File: src/cfd_pkg.sv
// Shared constants, register indexes, opcodes and types for the complex FIR decimator.
// No dependencies; every other file of the block but cfd_ram refers to it by scoped names.

package cfd_pkg;

	localparam int MAX_TAPS_DEF    = 64;
	localparam int SAMPLE_BITS_DEF = 16;
	localparam int COEF_BITS_DEF   = 18;

	localparam int DECIM_W     = 5;
	localparam int TAPS_CFG_W  = 7;
	localparam int PHASE_W     = 4;
	localparam int COEF_IDX_W  = 6;
	localparam int CFG_IDX_W   = 1;
	localparam int CFG_DATA_W  = 7;

	localparam logic [DECIM_W-1:0] DECIM_RESET = 5'd10;
	localparam logic [DECIM_W-1:0] DECIM_MAX   = 5'd16;

	localparam logic [CFG_IDX_W-1:0] REG_DECIM = 1'b0;
	localparam logic [CFG_IDX_W-1:0] REG_TAPS  = 1'b1;

	localparam logic OP_COEF   = 1'b0;
	localparam logic OP_SAMPLE = 1'b1;

	typedef struct packed {
		logic clear;
		logic tap_vld;
		logic last;
	} mac_ctl_t;

endpackage

File: src/cfd_mac.sv
// Shared complex-by-real multiply-accumulate unit with final rounding and saturation.
// Depends on cfd_pkg for the control struct.

module cfd_mac #(
	parameter int MAX_TAPS    = cfd_pkg::MAX_TAPS_DEF,
	parameter int SAMPLE_BITS = cfd_pkg::SAMPLE_BITS_DEF,
	parameter int COEF_BITS   = cfd_pkg::COEF_BITS_DEF
) (
	input  logic                          clk,
	input  logic                          arst_n,
	input  cfd_pkg::mac_ctl_t             ctl,
	input  logic signed [SAMPLE_BITS-1:0] smp_i,
	input  logic signed [SAMPLE_BITS-1:0] smp_q,
	input  logic signed [COEF_BITS-1:0]   coef,
	output logic                          done,
	output logic signed [SAMPLE_BITS-1:0] res_i,
	output logic signed [SAMPLE_BITS-1:0] res_q
);

	localparam int PW    = SAMPLE_BITS + COEF_BITS;
	localparam int ACC_W = PW + $clog2(MAX_TAPS) + 1;
	localparam int SH    = COEF_BITS - 1;
	localparam logic signed [ACC_W-1:0] RND_HALF = ACC_W'(1) << (COEF_BITS - 2);
	localparam logic signed [ACC_W-1:0] SAT_HI   = ACC_W'((1 << (SAMPLE_BITS - 1)) - 1);
	localparam logic signed [ACC_W-1:0] SAT_LO   = ~SAT_HI;

	logic                      vld_s2;
	logic                      last_s2;
	logic signed [PW-1:0]      prod_i_s2;
	logic signed [PW-1:0]      prod_q_s2;
	logic signed [ACC_W-1:0]   acc_i_q;
	logic signed [ACC_W-1:0]   acc_q_q;
	logic                      end_q;
	logic                      rnd_vld_q;
	logic signed [ACC_W-1:0]   rnd_i_q;
	logic signed [ACC_W-1:0]   rnd_q_q;
	logic                      done_q;
	logic signed [SAMPLE_BITS-1:0] res_i_q;
	logic signed [SAMPLE_BITS-1:0] res_q_q;

	function automatic logic signed [SAMPLE_BITS-1:0] sat(input logic signed [ACC_W-1:0] v);
		logic signed [SAMPLE_BITS-1:0] r;
		if (v > SAT_HI) begin
			r = SAT_HI[SAMPLE_BITS-1:0];
		end else if (v < SAT_LO) begin
			r = SAT_LO[SAMPLE_BITS-1:0];
		end else begin
			r = v[SAMPLE_BITS-1:0];
		end
		return r;
	endfunction

	always_ff @(posedge clk or negedge arst_n) begin
		if (!arst_n) begin
			vld_s2    <= 1'b0;
			last_s2   <= 1'b0;
			end_q     <= 1'b0;
			rnd_vld_q <= 1'b0;
			done_q    <= 1'b0;
		end else begin
			vld_s2    <= ctl.tap_vld;
			last_s2   <= ctl.tap_vld && ctl.last;
			end_q     <= vld_s2 && last_s2;
			rnd_vld_q <= end_q;
			done_q    <= rnd_vld_q;
		end
	end

	always_ff @(posedge clk) begin
		prod_i_s2 <= smp_i * coef;
		prod_q_s2 <= smp_q * coef;
		if (ctl.clear) begin
			acc_i_q <= '0;
			acc_q_q <= '0;
		end else if (vld_s2) begin
			acc_i_q <= acc_i_q + {{(ACC_W-PW){prod_i_s2[PW-1]}}, prod_i_s2};
			acc_q_q <= acc_q_q + {{(ACC_W-PW){prod_q_s2[PW-1]}}, prod_q_s2};
		end
		if (end_q) begin
			rnd_i_q <= (acc_i_q + RND_HALF) >>> SH;
			rnd_q_q <= (acc_q_q + RND_HALF) >>> SH;
		end
		if (rnd_vld_q) begin
			res_i_q <= sat(rnd_i_q);
			res_q_q <= sat(rnd_q_q);
		end
	end

	assign done  = done_q;
	assign res_i = res_i_q;
	assign res_q = res_q_q;

endmodule

File: config.mk
export PLATFORM = sky130hd
export DESIGN_NAME = cfd_mac
export DESIGN_NICKNAME = d
export VERILOG_FILES = /design/src/cfd_pkg.sv /design/src/cfd_mac.sv
export SDC_FILE = /design/constraint.sdc
export NUM_CORES = 2
export LEC_CHECK = 0
export BUFFER_PORTS_ARGS = -buffer_cell sky130_fd_sc_hd__buf_4
export CELL_PAD_IN_SITES_DETAIL_PLACEMENT = 1
export CELL_PAD_IN_SITES_GLOBAL_PLACEMENT = 2
export CORE_ASPECT_RATIO = 0.9
export CORE_UTILIZATION = 46
export DETAILED_ROUTE_END_ITERATION = 8
export GPL_TIMING_DRIVEN = 0
export PLACE_DENSITY_LB_ADDON = 0.1
export SLEW_MARGIN = 20
export SYNTH_ARGS = -nofsm -noshare
export SYNTH_HDL_FRONTEND = slang
export SYNTH_SLANG_ARGS = --single-unit
File: constraint.sdc
create_clock -name clk -period 7.2 [get_ports clk]
set_clock_uncertainty 0.1 [all_clocks]
set_input_delay 0.36 -clock clk [delete_from_list [all_inputs] [get_ports clk]]
set_output_delay 0.36 -clock clk [all_outputs]
set_load 0.01 [all_outputs]
* Word-level counts from Yosys, hierarchy flattened *
Cells that the tools add are included.

word-level totals
  flip-flop bits (word level) = 235
  input bits = 55
  output and inout bits = 33
  word-level logic and storage cells = 27

operators by class
  multiply operators = 2
  multiplexer cells = 2
  order comparisons = 4
  $add $sub $neg = 4
  reductions and logical operators = 2

operators by type and width
  operator                                                                           number
  41-bit by 18-bit adder with 41-bit output, second input constant                   2
  41-bit adder                                                                       2
  16-bit by 18-bit multiplier with 34-bit output                                     2
  24-bit by 16-bit greater-than comparator with 1-bit output, second input constant  2
  24-bit by 16-bit < comparator with 1-bit output, second input constant             2
  16-bit 2-to-1 mux                                                                  2
  1-bit logical AND                                                                  2

* Depth between registers and ports, before layout *
  depth in word-level cells = 2
  depth in mapped cells = 25

* Worst setup path after synthesis *
No wires, ideal clock.

  kind = input to register
  from = input port smp_i[7]
  to = register prod_i_s2[33]
  arrival = 6336 ps
  stages = 23
  path buffers = 2
  data required time = 7022 ps
  slack = 686 ps
  library setup time = 78 ps
  cells stage by stage = clkbuf_1 -> clkbuf_1 -> nand2_1 -> fa_1 -> inv_1 -> fa_1 -> fa_1 -> fa_1 -> fa_1 -> inv_1 -> fa_1 -> inv_1 -> ha_1 -> a21oi_1 -> o21ai_0 -> a21o_1 -> a21oi_1 -> o21ai_0 -> a311o_1 -> a31o_2 -> a211o_1 -> and4_1 -> nor3_1

between the ends
  cells in the longest elaborated chain, start to end = 1

RTL lines
  element                                         RTL line       text
  start, declared                                 cfd_mac.sv:12  input logic signed [SAMPLE_BITS-1:0] smp_i,
  16-bit by 18-bit multiplier with 34-bit output  cfd_mac.sv:70  prod_i_s2 <= smp_i * coef;
  end signal, assigned                            cfd_mac.sv:70
  end, declared                                   cfd_mac.sv:29  logic signed [PW-1:0] prod_i_s2;

Every way passes these cells.
A chain may end at the register's enable or synchronous reset.

* Worst setup path after layout *
  from = input port coef[7]
  to = register prod_i_s2[33]

between the ends
  cells in the longest elaborated chain, start to end = 1

RTL lines
  element                                         RTL line       text
  start, declared                                 cfd_mac.sv:14  input logic signed [COEF_BITS-1:0] coef,
  16-bit by 18-bit multiplier with 34-bit output  cfd_mac.sv:70

Every way passes these cells.

==> metrics.csv <==
metric,value,unit
status,"finished, final reports clean",
fraction_of_the_yosys_area_taken_by_sequential_cells,0.165,
avgRoutedWirePerCell,21.2,µm
synth_top_cell_area_share,0.347,
routed-via-count,25100,
hold-worst-slack,67.3,ps
avgViaCountPerCell,5.37,
layout.cells.most_common_list,"sky130_fd_sc_hd__inv_1, sky130_fd_sc_hd__fa_1, sky130_fd_sc_hd__nand2_1, sky130_fd_sc_hd__and2_1, sky130_fd_sc_hd__ha_1",
cts.path.max_buffers,3,
clock_tree.htree_level_count,1,
synth_enable_flop_cells,80,
synth.avg_cell_area,9.31,µm²
setup.worst_path.class,primary input to flip-flop,
path_cells,buf_4 -> clkbuf_2 -> nand2_1 -> fa_1 -> inv_1 -> fa_1 -> fa_1 -> fa_1 -> fa_1 -> inv_1 -> fa_1 -> inv_1 -> ha_1 -> a21oi_1 -> o21ai_0 -> a21o_1 -> a21oi_1 -> o21ai_0 -> a311o_1 -> a31o_2 -> a211o_1 -> and4_1 -> nor3_4,
die_area,0.0740,mm²
reg2reg_setup_slack,3520,ps
ffs_latches_synth,235,
route.antenna.remaining_nets,0,
globalRouteOverflowTotal,0,
drc,0,
drt_pass1_iterations,5,
end_kind,flip-flop,
cts_root_buf,sky130_fd_sc_hd__clkbuf_16,
num_io_pins,88,
fin_tns_setup,0,ps
setup_slack,118,ps
grtUsageTotal,0.277,
yosys_cell_types,77,
die_boundary_height,258,µm
crit_cells,23,
chipWidth,287,µm
cp.arrival,7360,ps
worst_path_max_delay_cell,sky130_fd_sc_hd__fa_1,
cts.reportedPaths.clkPinSlew,60,ps
clock.fmax,141,MHz
max_slew_margin,0.270,
layout-area-overhead-vs-synth,8.45,%
count_of_buffers_inserted_at_the_top_level_ports,75,
synth.area.top_cells,"sky130_fd_sc_hd__fa_1, sky130_fd_sc_hd__ha_1, sky130_fd_sc_hd__dfxtp_1",
family_of_cells_with_the_greatest_summed_delay_on_the_critical_path,adder cells,
post-route-util,0.506,
start_util,0.467,
worst_path_required,7480,ps
totalWireLength,99.0,mm
clock_sink_count,235,
critical_path.max_fanout,10,
setup_viol,0,
synth-main-ff-cell,sky130_fd_sc_hd__dfxtp_1,
fin_crit_share,0.984,
post_synth_inst_count,3604,
final_nets,4600,
timing.critical_path.from,coef[7],
design.core.area,0.0719,mm²
netlist_area,0.0335,mm²
setup.worst_path.start_class,primary input,
rsz_0062_raised_after_global_routing,yes,
final_max_slew_viols,0,
hold_path.class,primary input to async pin,
pre_cts_slack,-1110,ps
rr_startpoint,acc_q_q[0]$_SDFFE_PP0P_,
timing.reg2reg.worst_path_depth,13,
number_of_antenna_violations_at_the_first_check_in_global_routing,13,
critical-path-max-stage-delay,610,ps
synth-async-reset-ratio,0.0213,
worstMarginPinSlew,1090,ps
mappedNetlistNets,4495,
final_period_minus_worst_setup_slack,7080,ps
ys_warn_count,0,
number_of_global_route_vias_before_repair,28600,
grt_max_degree,34,
gp_congestion,0.923,
first_pass_grt_wire_length,158,mm
hpwlAfterDp,84.1,mm
timing.max_cap.violations,0,
critical-path-top-cell-by-count,sky130_fd_sc_hd__fa_1,
critical_path_buf_inv_count,5,
setup.worst_path.end,prod_i_s2[33]$_DFF_P_,
worstSkewPairLatency,540,ps
cts_made_buffers,25,
cts_tree,yes,
drt-initial-drc-count,1184,
hold_violations_final,0,
synth_largest_area_cell,sky130_fd_sc_hd__fa_1,
drive_gt1_frac,0.0614,
r2r-end,acc_q_q[28]$_SDFFE_PP0P_,
rows,93,
final_common_cell,sky130_fd_sc_hd__inv_1,
[how the worst min path moves through the flow]
stage | slack, ps | from | depth (start not counted) | end
2_1_floorplan | -40 | arst_n | 0 | done$_DFF_PN0_
3_3_place_gp | 60 | arst_n | 1 | vld_s2$_DFF_PN0_
3_5_place_dp | 60 | arst_n | 1 | vld_s2$_DFF_PN0_
4_1_cts | 40 | arst_n | 2 | end_q$_DFF_PN0_
5_1_grt | 50 | smp_i[0] | 2 | prod_i_s2[0]$_DFF_P_
6_report | 70 | arst_n | 2 | end_q$_DFF_PN0_
[routing by layer]
layer  global-route usage  wire [µm]  vias to the layer above
met2                0.504      50600                      432
met5                    0         40                        -
li1                     -          -                    11500
met4               0.0777       2670                        6
met1                0.353      42800                    13000
met3               0.0156       2970                      128
[what timing repair did]
item                       in CTS  in global routing
hold buffers                    4                  0
setup endpoints to repair      10                 11
buffers inserted                0                  3
pin swaps                       0                  2
gates resized for setup        30                109
hold endpoints to repair        8                  0
[cells by family (layout without fill, tap and decap cells)]
group,Yosys count,count (layout),share of synthesized area
simple gates,1050,1050,0.154
fa+ha+maj,836,836,0.442
buf+inv,802,925,0.0899
compound gates,460,460,0.0903
flops,235,235,0.165
xor+xnor,180,180,0.0470
mux,41,41,0.0123
other cells,0,1,0
[metrics by stage]
stage	area (µm²)	cells
6_report	36400	4678
5_1_grt	36400	4677
4_1_cts	36300	4676
3_5_place_dp	35300	4630
3_3_place_gp	35300	4629
2_1_floorplan	33500	3604
[Yosys cell counts (30+ instances only)]
cell,instances
sky130_fd_sc_hd__nor3_1,30
sky130_fd_sc_hd__o21ai_0,63
sky130_fd_sc_hd__inv_1,654
sky130_fd_sc_hd__nor2_1,180
sky130_fd_sc_hd__dfxtp_1,150
sky130_fd_sc_hd__a21o_1,69
sky130_fd_sc_hd__o21a_1,50
sky130_fd_sc_hd__xnor2_1,122
sky130_fd_sc_hd__and3_1,32
sky130_fd_sc_hd__nand3_1,48
sky130_fd_sc_hd__xor2_1,58
sky130_fd_sc_hd__fa_1,582
sky130_fd_sc_hd__and2_1,283
sky130_fd_sc_hd__clkbuf_1,132
sky130_fd_sc_hd__nand2_1,368
sky130_fd_sc_hd__mux2i_1,39
sky130_fd_sc_hd__ha_1,254
sky130_fd_sc_hd__a21oi_1,139
sky130_fd_sc_hd__edfxtp_1,80
[cell type report]
class	instances	area (µm²)
tap	950	1190
clock inverter	15	144
timing repair buffer	83	653
antenna	1	2.50
sequential	235	5530
inverter	654	2460
fill	8314	35500
clock buffer	30	684
multi-input combinational	2567	25100
buffer	143	638
[state kept, by name, indices dropped and copies added (netlist names)]
register   count
acc_i_q       41
acc_q_q       41
done           1
end_q          1
last_s2        1
prod_i_s2     34
prod_q_s2     34
res_i         16
res_q         16
rnd_i_q       24
rnd_q_q       24
rnd_vld_q      1
vld_s2         1
Power is left out: the tool's default activity adds up to more than one toggle a clock period on the data nets, which glitch-free logic cannot reach.
