--- config.mk ---
export PLATFORM = sky130hd
export DESIGN_NAME = cfd_ram
export DESIGN_NICKNAME = d
export VERILOG_FILES = /design/src/cfd_ram.sv
export SDC_FILE = /design/constraint.sdc
export NUM_CORES = 1
export LEC_CHECK = 0
export BUFFER_PORTS_ARGS = -buffer_cell sky130_fd_sc_hd__buf_2
export CAP_MARGIN = 5
export CORE_MARGIN = 5
export CORE_UTILIZATION = 27
export DETAILED_ROUTE_END_ITERATION = 10
export GPL_TIMING_DRIVEN = 0
export PLACE_DENSITY = 0.48
export SLEW_MARGIN = 20
export SYNTH_ARGS = -nofsm -noshare
export SYNTH_HDL_FRONTEND = slang
export SYNTH_SLANG_ARGS = --single-unit
export TNS_END_PERCENT = 5
--- constraint.sdc ---
create_clock -name clk -period 3.5 [get_ports clk]
set_input_delay 0.525 -clock clk [delete_from_list [all_inputs] [get_ports clk]]
set_output_delay 0.525 -clock clk [all_outputs]
set_load 0.01 [all_outputs]
--- src/cfd_ram.sv ---
// Generic single-write, single-read RAM with registered read data.
// No dependencies.

module cfd_ram #(
	parameter int WIDTH = 16,
	parameter int DEPTH = 64,
	parameter int AW    = (DEPTH > 1) ? $clog2(DEPTH) : 1
) (
	input  logic             clk,
	input  logic             we,
	input  logic [AW-1:0]    waddr,
	input  logic [WIDTH-1:0] wdata,
	input  logic [AW-1:0]    raddr,
	output logic [WIDTH-1:0] rdata
);

	logic [WIDTH-1:0] mem_q [DEPTH];
	logic [WIDTH-1:0] rdata_q;

	always_ff @(posedge clk) begin
		if (we) begin
			mem_q[waddr] <= wdata;
		end
		rdata_q <= mem_q[raddr];
	end

	assign rdata = rdata_q;

endmodule

After elaboration in Yosys (flattened, before gate mapping)

Memories as Yosys holds them, arrays and structs flattened. A register that Yosys moved wholly into a read port is not among the register bits.
Cells that the tools add are included.

Memories kept: 1
Output and inout port bits: 16
Bits in writable memories: 1024
Register bits: 0
Word-level logic and storage cells: 3

Memory list:

| memory | words | bits a word | rd ports | clocked after memory_dff | wr ports | RTL line | text |
|---|---|---|---|---|---|---|---|
| mem_q  | 64    | 16          | 1        | 1                        | 1        | 17       | `logic [WIDTH-1:0] mem_q [DEPTH];` |

Mux-type cells: 2

Operators with widths:

| cell    | number |
|---|---|
| $mux W1 | 2 |

Logic depth before layout (Yosys ltp)

Gate-level depths: netlist (run 1).

Depth in word-level cells: 2
Depth in mapped cells: 10
Gate-level depth less buffers: 5

Least setup slack after synthesis (run 1)

No wires, ideal clock.

Path kind: input-to-reg
From: in waddr[3]
To: mem mem_q[48][0], enable pin
Buffers on the path: 1
Data required time: 3.091 ns
Stages on the path: 4
Slack: 0.940 ns
Arrival: 2.151 ns
Library setup time: 0.409 ns
Path through: clkbuf_1 nor2b_1 nand4b_1 nor3_1

RTL lines:

| item            | RTL line | text |
|---|---|---|
| start, declared | 11       | `input logic [AW-1:0] waddr,` |
| end, declared   | 17       |  |

No word-level cell before the write port.

==> results of run 1 <==
[area by class of cell]
class,instances,area [um2]
fill,13900,101000
sequential,1040,31100
multi-input combinational,685,8410
clock buffer,141,2910
tap,1930,2410
timing repair buffer,104,1040
buffer,104,733
clock inverter,52,427
antenna,2,5.00
[metal layers]
metal | track usage, % | vias up | wire, um
li1 | - | 8120 | -
met1 | 19.0 | 10500 | 47300
met2 | 22.5 | 668 | 52400
met3 | 2.88 | 161 | 6940
met4 | 3.59 | 4 | 2840
met5 | 0 | - | 33
[metrics by stage]
| stage | util [%] | TNS [ps] | hold slack (ps) | instances | cell area (um2) |
|---|---|---|---|---|---|
| after global placement | 28.9 | -131370 | 926 | 3797 | 42600 |
| final | 31.8 | 0 | 374 | 4058 | 47000 |
| after detailed placement | 29.6 | -930 | 926 | 3862 | 43700 |
| after floorplan | - | 0 | 624 | 1829 | 40000 |
| after global routing | 31.8 | 0 | 344 | 4057 | 47000 |
| after CTS | 31.8 | 0 | 331 | 4055 | 47000 |
[worst max-delay path, delay by kind of cell]
family	cells	cell delay [ps]
buffers and inverters	4	1550
AO/OA/AOI/OAI	2	770
multiplexers	1	390
AND/OR/NAND/NOR	1	160
[cell usage in the layout (no fill, tap or decap), types with 39 or more instances in the layout]
cell,instances
mux4_2,220
nand2_1,59
buf_6,57
clkbuf_1,51
edfxtp_1,1024
clkbuf_16,110
mux2i_1,85
a22oi_1,39
buf_2,59
nor2_2,62
[report_power, final]
part | total [W] | internal (W) | leakage [nW] | switching (W)
Combinational | 0.00145 | 0.000486 | 3.59 | 0.000960
Sequential | 0.0138 | 0.0138 | 9.35 | 0.0000246
Clock | 0.0109 | 0.00626 | 1.63 | 0.00462
Total | 0.0261 | 0.0205 | 14.6 | 0.00561
[cell families after synthesis]
kind of cell / count (synthesis) / share of synthesized area (%)
buffers and inverters: 104 / 1.83
flip-flops: 1040 / 77.6
multiplexers: 336 / 15.5
AO/OA/AOI/OAI: 129 / 2.41
AND/OR/NAND/NOR: 220 / 2.65
[how the worst max path moves through the flow]
| stage | from | to | slack (ps) | cells after the start |
|---|---|---|---|---|
| 2_1_floorplan | waddr[3] | mem_q[48][0] | 940 | 4 |
| 3_3_place_gp | waddr[4] | mem_q[49][6] | -740 | 3 |
| 3_5_place_dp | raddr[2] | rdata[9] | -140 | 8 |
| 4_1_cts | raddr[2] | rdata[9] | 600 | 8 |
| 5_1_grt | raddr[2] | rdata[4] | 610 | 8 |
| 6_report | raddr[2] | rdata[3] | 580 | 8 |
[sequential cells by signal, summed over array words and instances, names as in the netlist]
register	count
mem_q	1024
rdata	16
==> impl_metrics.env, run 1 <==
export IMPL_rsz0062_at_grt="no"
export IMPL_crit_arrival_ps=3420
export IMPL_start_util_pct=27.1
export IMPL_synthArstFlopShare_pct=0
export IMPL_hold_path_class="input pin to flop"
export IMPL_cts_sinks=1040
export IMPL_status="finished clean"
export IMPL_power_density_nw_per_um2=556
export IMPL_synth_most_common_cell="edfxtp_1"
export IMPL_dieArea_um2=156000
export IMPL_drive_gt1_share_pct=30.4
export IMPL_timing_rr_end="rdata[11]"
export IMPL_r2r_start="mem_q[18][11]"
export IMPL_route_detailed_wl_per_inst_um=27.0
export IMPL_cp_max_fo=10
export IMPL_pre_cts_ws_ps=-137
export IMPL_hold_path_end="mem_q[14][2]"
export IMPL_post_cts_buffers=0
export IMPL_synth_main_ff_cell="edfxtp_1"
export IMPL_p_leak_nw=14.6
export IMPL_grt_antenna_before_repair=13
export IMPL_power_w=0.0261
export IMPL_hold_viol=0
export IMPL_globalplace_congestion=0.846
export IMPL_worstHoldPathCells=1
export IMPL_max_stage_delay_ps=600
export IMPL_final_nets=2073
export IMPL_grt_pass1_vias=20100
export IMPL_core_um2=148000
export IMPL_worstHoldStart="wdata[2]"
export IMPL_numCtsBuffers=108
export IMPL_grt_use_total_pct=13.8
export IMPL_period_share_pct=83.4
export IMPL_drt_total_wl_um=110000
export IMPL_grt_max_degree=65
export IMPL_netlist_area_um2=40000
export IMPL_rows=141
export IMPL_cts_resized=0
export IMPL_synthCells=1829
export IMPL_postRouteAntennaNets=0
export IMPL_ys_types=43
export IMPL_via_per_inst=4.79
export IMPL_synth_seq_area_share_pct=77.6
export IMPL_drv_cap=0
export IMPL_worst_setup_path_end_kind="flop"
export IMPL_clkTransAtPathRegs_ps=60
export IMPL_gr_total_overflow=0
export IMPL_htree_levels=3
export IMPL_worstPathRequired_ps=4000
export IMPL_setup_viol=0
export IMPL_setup_slack_ps=582
export IMPL_synthToLayoutAreaGrowth_pct=17.4
export IMPL_dr_first_iter_drc_count=1924
export IMPL_clock_path_buffers=3
export IMPL_hpwl_um=73200
export IMPL_r2r_cells=5
export IMPL_ys_seq_elements=1040
export IMPL_dr_pass1_iters=5
export IMPL_path_cells="buf_2 -> buf_2 -> buf_2 -> buf_2 -> mux2i_1 -> nand3_1 -> a31oi_1 -> a311oi_1"
export IMPL_yosys_warnings=0
export IMPL_cp_start_kind="input pin"
export IMPL_vias=19400
export IMPL_fin_crit_ps=2920
export IMPL_grt_pass1_wl_um=154000
export IMPL_fp_dieH_um=395
export IMPL_drc=0
export IMPL_yosys_area_top_type="edfxtp_1"
export IMPL_finClkSkew_ps=19.0
export IMPL_clock_root_buffer="clkbuf_16"
export IMPL_slew_headroom_pct=29.4
export IMPL_cp_slowest_cell="a31oi_1"
export IMPL_tightest_slew_ps=1060
export IMPL_synth_top_cell_area_share_pct=76.8
export IMPL_ys_top_cells_by_area="edfxtp_1 (77%), mux4_2 (12%), mux2i_1 (2.1%)"
export IMPL_synth_avg_cell_area_um2=21.9
export IMPL_hold_buffers=0
export IMPL_cts_tree="done"
export IMPL_criticalPathCategory="input pin to flop"
export IMPL_slew_viol_final=0
export IMPL_die_width_um=395
export IMPL_synth_edff_count=1024
export IMPL_io_pin_count=46
export IMPL_portBuffers=38
export IMPL_rrSetupSlack_ps=1020
export IMPL_ir_worst_vdd_v=0.000356
export IMPL_max_freq_mhz=343
export IMPL_clk_latency_ps=680
export IMPL_cpMostUsedCell="buf_2"
export IMPL_syn_nets=1859
export IMPL_synth_common_cells="edfxtp_1 (1,024), mux4_2 (220), mux2i_1 (85)"
(Power assumes the default switching activity.)
==> run 2, diff against run 1 <==
PLACE_DENSITY = 0.49   (was 0.48)
clock period = 2.4 ns   (was 3.5 ns; I/O delays follow)
==> run 2 against run 1 <==
Against the previous run: the run now ends with negative setup slack left; sequential power increased by 46%; sequential share of layout area decreased by 0.25 points; non-clock buffer count fell by 2; register-to-register slack got worse by 890 ps; largest cell class unchanged; largest power group unchanged.
==> impl_metrics.env, run 2 (synthesis gave the netlist of run 1 again) <==
export IMPL_setup_viol=1
export IMPL_finClkSkew_ps=33.4
export IMPL_rsz0062_at_grt="yes"
export IMPL_grt_pass1_wl_um=154000
export IMPL_io_pin_count=46
export IMPL_worstHoldStart="wdata[13]"
export IMPL_worst_path_buf_inv=4
export IMPL_tightest_slew_ps=999
export IMPL_crit_arrival_ps=2930
export IMPL_grt_antenna_before_repair=13
export IMPL_cts_sinks=1040
export IMPL_criticalPathCategory="input pin to flop"
export IMPL_worstHoldPathCells=1
export IMPL_hold_path_class="input pin to flop"
export IMPL_crit_family="buffers and inverters"
export IMPL_cp_slowest_cell="a21oi_1"
export IMPL_p_sw_share_pct=21.6
export IMPL_dr_pass1_iters=5
export IMPL_largest_reg_flops=1024
export IMPL_drc=0
export IMPL_die_width_um=395
export IMPL_cts_tree="done"
export IMPL_core_um2=148000
export IMPL_utilization_pct=32.0
export IMPL_pre_cts_ws_ps=-1070
export IMPL_r2r_start="mem_q[18][15]"
export IMPL_fin_crit_ps=2410
export IMPL_violations="negative setup slack"
export IMPL_holdWs_ps=173
export IMPL_setup_slack_ps=-9.95
export IMPL_gr_total_overflow=0
export IMPL_portBuffers=38
export IMPL_worst_setup_path_end_kind="flop"
export IMPL_post_dp_cell_area_um2=43700
export IMPL_p_int_w=0.0301
export IMPL_vias=19400
export IMPL_clockPowerShare_pct=41.9
export IMPL_timing_rr_end="rdata[15]"
export IMPL_dieArea_um2=156000
export IMPL_hold_viol=0
export IMPL_worstPathRequired_ps=2920
export IMPL_slew_viol_final=0
export IMPL_globalplace_congestion=0.836
export IMPL_mostFrequentLayoutCells="edfxtp_1 (1,024), mux4_2 (220), clkbuf_16 (105)"
export IMPL_finalInstanceArea_um2=47200
export IMPL_clkTransAtPathRegs_ps=60
export IMPL_fp_dieH_um=395
export IMPL_synthToLayoutAreaGrowth_pct=17.9
export IMPL_period_share_pct=100
export IMPL_grt_use_total_pct=13.8
export IMPL_status="finished, violations left"
export IMPL_cpMostUsedCell="buf_2"
export IMPL_cp_max_fo=10
export IMPL_p_seq_share_pct=52.5
export IMPL_grt_max_degree=65
export IMPL_comb_power_share_pct=5.6
export IMPL_drt_total_wl_um=110000
export IMPL_switchingPower_w=0.00828
export IMPL_max_stage_delay_ps=450
export IMPL_clk_latency_ps=690
export IMPL_htree_levels=3
export IMPL_hold_path_end="mem_q[28][13]"
export IMPL_via_per_inst=4.77
export IMPL_postRouteAntennaNets=0
export IMPL_rrSetupSlack_ps=130
export IMPL_power_density_nw_per_um2=813
export IMPL_n_fill_cell=14000
export IMPL_grt_pass1_vias=20200
export IMPL_cp_start_kind="input pin"
export IMPL_layout_commonest_cell="edfxtp_1"
export IMPL_path_cells="buf_2 -> buf_2 -> buf_4 -> buf_2 -> mux4_2 -> nand2_1 -> nand3_1 -> a21oi_1 -> nor4_2"
export IMPL_p_leak_nw=14.6
export IMPL_drive_gt1_share_pct=31.0
export IMPL_rows=141
export IMPL_dr_first_iter_drc_count=1753
export IMPL_clock_path_buffers=3
export IMPL_max_freq_mhz=415
export IMPL_power_w=0.0384
export IMPL_numCtsBuffers=105
export IMPL_regMostFlops="mem_q"
export IMPL_ir_worst_vdd_v=0.000642
export IMPL_drv_cap=0
export IMPL_route_detailed_wl_per_inst_um=27.1
export IMPL_clock_root_buffer="clkbuf_16"
export IMPL_final_nets=2068
export IMPL_start_util_pct=27.1
export IMPL_slew_headroom_pct=33.4
export IMPL_hpwl_um=73000
export IMPL_r2r_cells=5
## run 2: layout make-up
| class | instances | area (um2) | area share, % |
|---|---|---|---|
| Sequential cell | 1040 | 31100 | 65.8 |
| Multi-Input combinational cell | 685 | 8540 | 18.1 |
| Clock buffer | 136 | 2780 | 5.90 |
| Tap cell | 1930 | 2410 | 5.12 |
| Timing Repair Buffer | 102 | 1060 | 2.24 |
| Buffer | 104 | 748 | 1.59 |
| Clock inverter | 56 | 571 | 1.21 |
| Antenna cell | 5 | 12.5 | 0.0265 |
## run 2: power by group through the flow
stage | Combinational, W | Sequential, W | Clock (W)
2_1_floorplan | 0.00104 | 0.0205 | 0
3_3_place_gp | 0.00206 | 0.0205 | 0
3_5_place_dp | 0.00214 | 0.0205 | 0
4_1_cts | 0.00216 | 0.0201 | 0.0164
5_1_grt | 0.00226 | 0.0201 | 0.0172
6_report | 0.00214 | 0.0201 | 0.0161
## run 2: stage by stage
step                instances  TNS [ps]
detailed placement       3859   -432050
global placement         3797  -1063780
finish                   4058     -9.95
floorplan                1829         0
CTS                      4053     -1.74
global route             4053      -392
## run 2: worst max path at each step
stage | slack [ps] | start | cells past startpoint | endpoint
final | -10 | raddr[1] | 9 | rdata[7]
after global routing | -30 | waddr[2] | 5 | mem_q[60][3]
after CTS | -2 | raddr[2] | 8 | rdata[0]
after detailed placement | -1070 | raddr[2] | 8 | rdata[9]
after global placement | -1620 | waddr[4] | 3 | mem_q[49][7]
after floorplan | 5 | waddr[3] | 4 | mem_q[48][0]
## run 2: what timing repair did
action	in CTS	in global routing
cloned	0	0
resized for setup	16	8
setup buffers	2	0
pin swaps	1	0
setup endpoints to repair	155	24
hold buffers	0	0
## run 2: routing by layer
metal / vias to the layer above / wire, um / global-route usage, %
li1: 8125 / - / -
met1: 10500 / 47500 / 18.7
met2: 604 / 52500 / 22.6
met3: 174 / 6990 / 3.24
met4: 6 / 2930 / 3.46
met5: - / 44 / 0
==> run 3, diff against run 2 <==
CORE_MARGIN = 2   (was 5)
CTS_CLUSTER_SIZE = 24   (was not set)
==> run 3 against run 2 <==
Against the previous run: the run still ends with negative setup slack left; sequential share of layout area down 0.065 points; global-route usage up 0.48 points; utilization up 0.070 points; sequential cell count unchanged; sequential power about the same; final cell count about the same; largest cell class unchanged.
==> impl_metrics.env, run 3 (synthesis gave the netlist of run 1 again) <==
export IMPL_power_density_nw_per_um2=816
export IMPL_clockPowerShare_pct=42.2
export IMPL_violations="negative setup slack"
export IMPL_dr_first_iter_drc_count=2273
export IMPL_hpwl_um=72900
export IMPL_fin_crit_ps=2480
export IMPL_comb_power_share_pct=5.5
export IMPL_worst_path_buf_inv=3
export IMPL_worstPathRequired_ps=2890
export IMPL_gr_total_overflow=0
export IMPL_via_per_inst=4.80
export IMPL_period_share_pct=104
export IMPL_clock_root_buffer="clkbuf_16"
export IMPL_power_w=0.0386
export IMPL_worstHoldStart="wdata[4]"
export IMPL_max_freq_mhz=403
export IMPL_clk_latency_ps=670
export IMPL_cpMostUsedCell="buf_2"
export IMPL_rows=141
export IMPL_core_um2=147000
export IMPL_path_cells="buf_2 -> buf_4 -> buf_2 -> mux4_2 -> mux2i_1 -> a22oi_1 -> a31oi_2 -> a311oi_1"
export IMPL_die_width_um=389
export IMPL_tightest_slew_ps=925
export IMPL_clkTransAtPathRegs_ps=60
export IMPL_dieArea_um2=151000
export IMPL_p_int_w=0.0303
export IMPL_htree_levels=3
export IMPL_postRouteAntennaNets=0
export IMPL_post_dp_cell_area_um2=43700
export IMPL_drv_cap=0
export IMPL_mostFrequentLayoutCells="edfxtp_1 (1,024), mux4_2 (220), clkbuf_16 (105)"
export IMPL_clock_path_buffers=3
export IMPL_slew_headroom_pct=38.3
export IMPL_cts_sinks=1040
export IMPL_setup_viol=4
export IMPL_globalplace_congestion=0.871
export IMPL_startpoint="raddr[2]"
export IMPL_cts_tree="done"
export IMPL_vias=19500
export IMPL_worst_setup_path_end_kind="flop"
export IMPL_hold_viol=0
export IMPL_start_util_pct=27.1
export IMPL_cp_start_kind="input pin"
export IMPL_finClkSkew_ps=27.2
export IMPL_grt_pass1_wl_um=153000
export IMPL_switchingPower_w=0.00826
export IMPL_final_nets=2067
export IMPL_rsz0062_at_grt="yes"
export IMPL_crit_arrival_ps=2980
export IMPL_portBuffers=38
export IMPL_drive_gt1_share_pct=31.4
export IMPL_layout_commonest_cell="edfxtp_1"
export IMPL_fp_dieH_um=389
export IMPL_p_sw_share_pct=21.4
export IMPL_slew_viol_final=0
export IMPL_crit_family="buffers and inverters"
export IMPL_r2r_start="mem_q[22][3]"
export IMPL_numCtsBuffers=103
export IMPL_route_detailed_wl_per_inst_um=27.0
export IMPL_regMostFlops="mem_q"
export IMPL_cp_slowest_cell="mux2i_1"
export IMPL_io_pin_count=46
export IMPL_pre_cts_ws_ps=-1040
export IMPL_grt_pass1_vias=20000
export IMPL_largest_reg_flops=1024
export IMPL_p_seq_share_pct=52.2
export IMPL_criticalPathCategory="input pin to flop"
export IMPL_drc=0
export IMPL_grt_max_degree=65
export IMPL_cp_max_fo=10
export IMPL_setup_slack_ps=-84.2
export IMPL_fin_cells=4061
export IMPL_grt_use_total_pct=14.3
export IMPL_hold_path_class="input pin to flop"
export IMPL_p_leak_nw=14.6
export IMPL_max_stage_delay_ps=480
export IMPL_drt_total_wl_um=110000
export IMPL_dp_cells=3860
export IMPL_ir_worst_vdd_v=0.000563
export IMPL_dr_pass1_iters=5
export IMPL_status="finished, violations left"
export IMPL_finalInstanceArea_um2=47200
export IMPL_synthToLayoutAreaGrowth_pct=18.0
export IMPL_grt_antenna_before_repair=10
run 3: cell count changes in the layout (fill, tap and decap cells not counted), sizes merged:
cell / delta
inv: -4
diode: +1
clkinvlp: +2
clkbuf: -5
bufinv: +2
buf: +2
clkinv: +5
run 3: final timing paths:
path	end	slack [ps]	cells after the start
worst max register to register	rdata[3]	70	5
worst max-delay path	rdata[3]	-80	8
worst min-delay path	mem_q[51][4]	150	1
worst min register to register	rdata[4]	880	4
run 3: cell type report:
type | count | area (um2)
clock inverter | 61 | 631
multi-input combinational | 685 | 8520
buffer | 104 | 747
sequential | 1040 | 31100
clock buffer | 132 | 2780
tap | 1930 | 2410
antenna | 6 | 15.0
fill | 14000 | 100000
timing repair buffer | 103 | 1060
run 3: power by group through the flow:
stage               registers, W  logic [W]  clock network [W]
floorplan                 0.0205    0.00104                  0
global placement          0.0205    0.00206                  0
detailed placement        0.0205    0.00214                  0
CTS                       0.0201    0.00216             0.0166
global route              0.0201    0.00225             0.0173
finish                    0.0201    0.00213             0.0163
run 3: through the flow:
stage / setup TNS [ps] / hold WS (ps) / util (%)
2_1_floorplan: 0 / 459 / -
3_3_place_gp: -1074010 / 760 / 28.9
3_5_place_dp: -426100 / 762 / 29.6
4_1_cts: -101 / 125 / 32.0
5_1_grt: -33.4 / 158 / 32.0
6_report: -134 / 153 / 32.0
run 3: per-layer routing:
metal | up-vias | global-route usage (%) | wire (um)
li1 | 8146 | - | -
met1 | 10500 | 19.7 | 47400
met2 | 673 | 23.5 | 52600
met3 | 153 | 2.40 | 6770
met4 | 8 | 3.66 | 2700
met5 | - | 0 | 48
run 3: timing repair:
action,CTS,global route
resized for setup,15,10
setup buffers,2,0
cloned,0,0
endpoints found under the setup margin,139,44
pin swaps,1,0
hold buffers,0,0
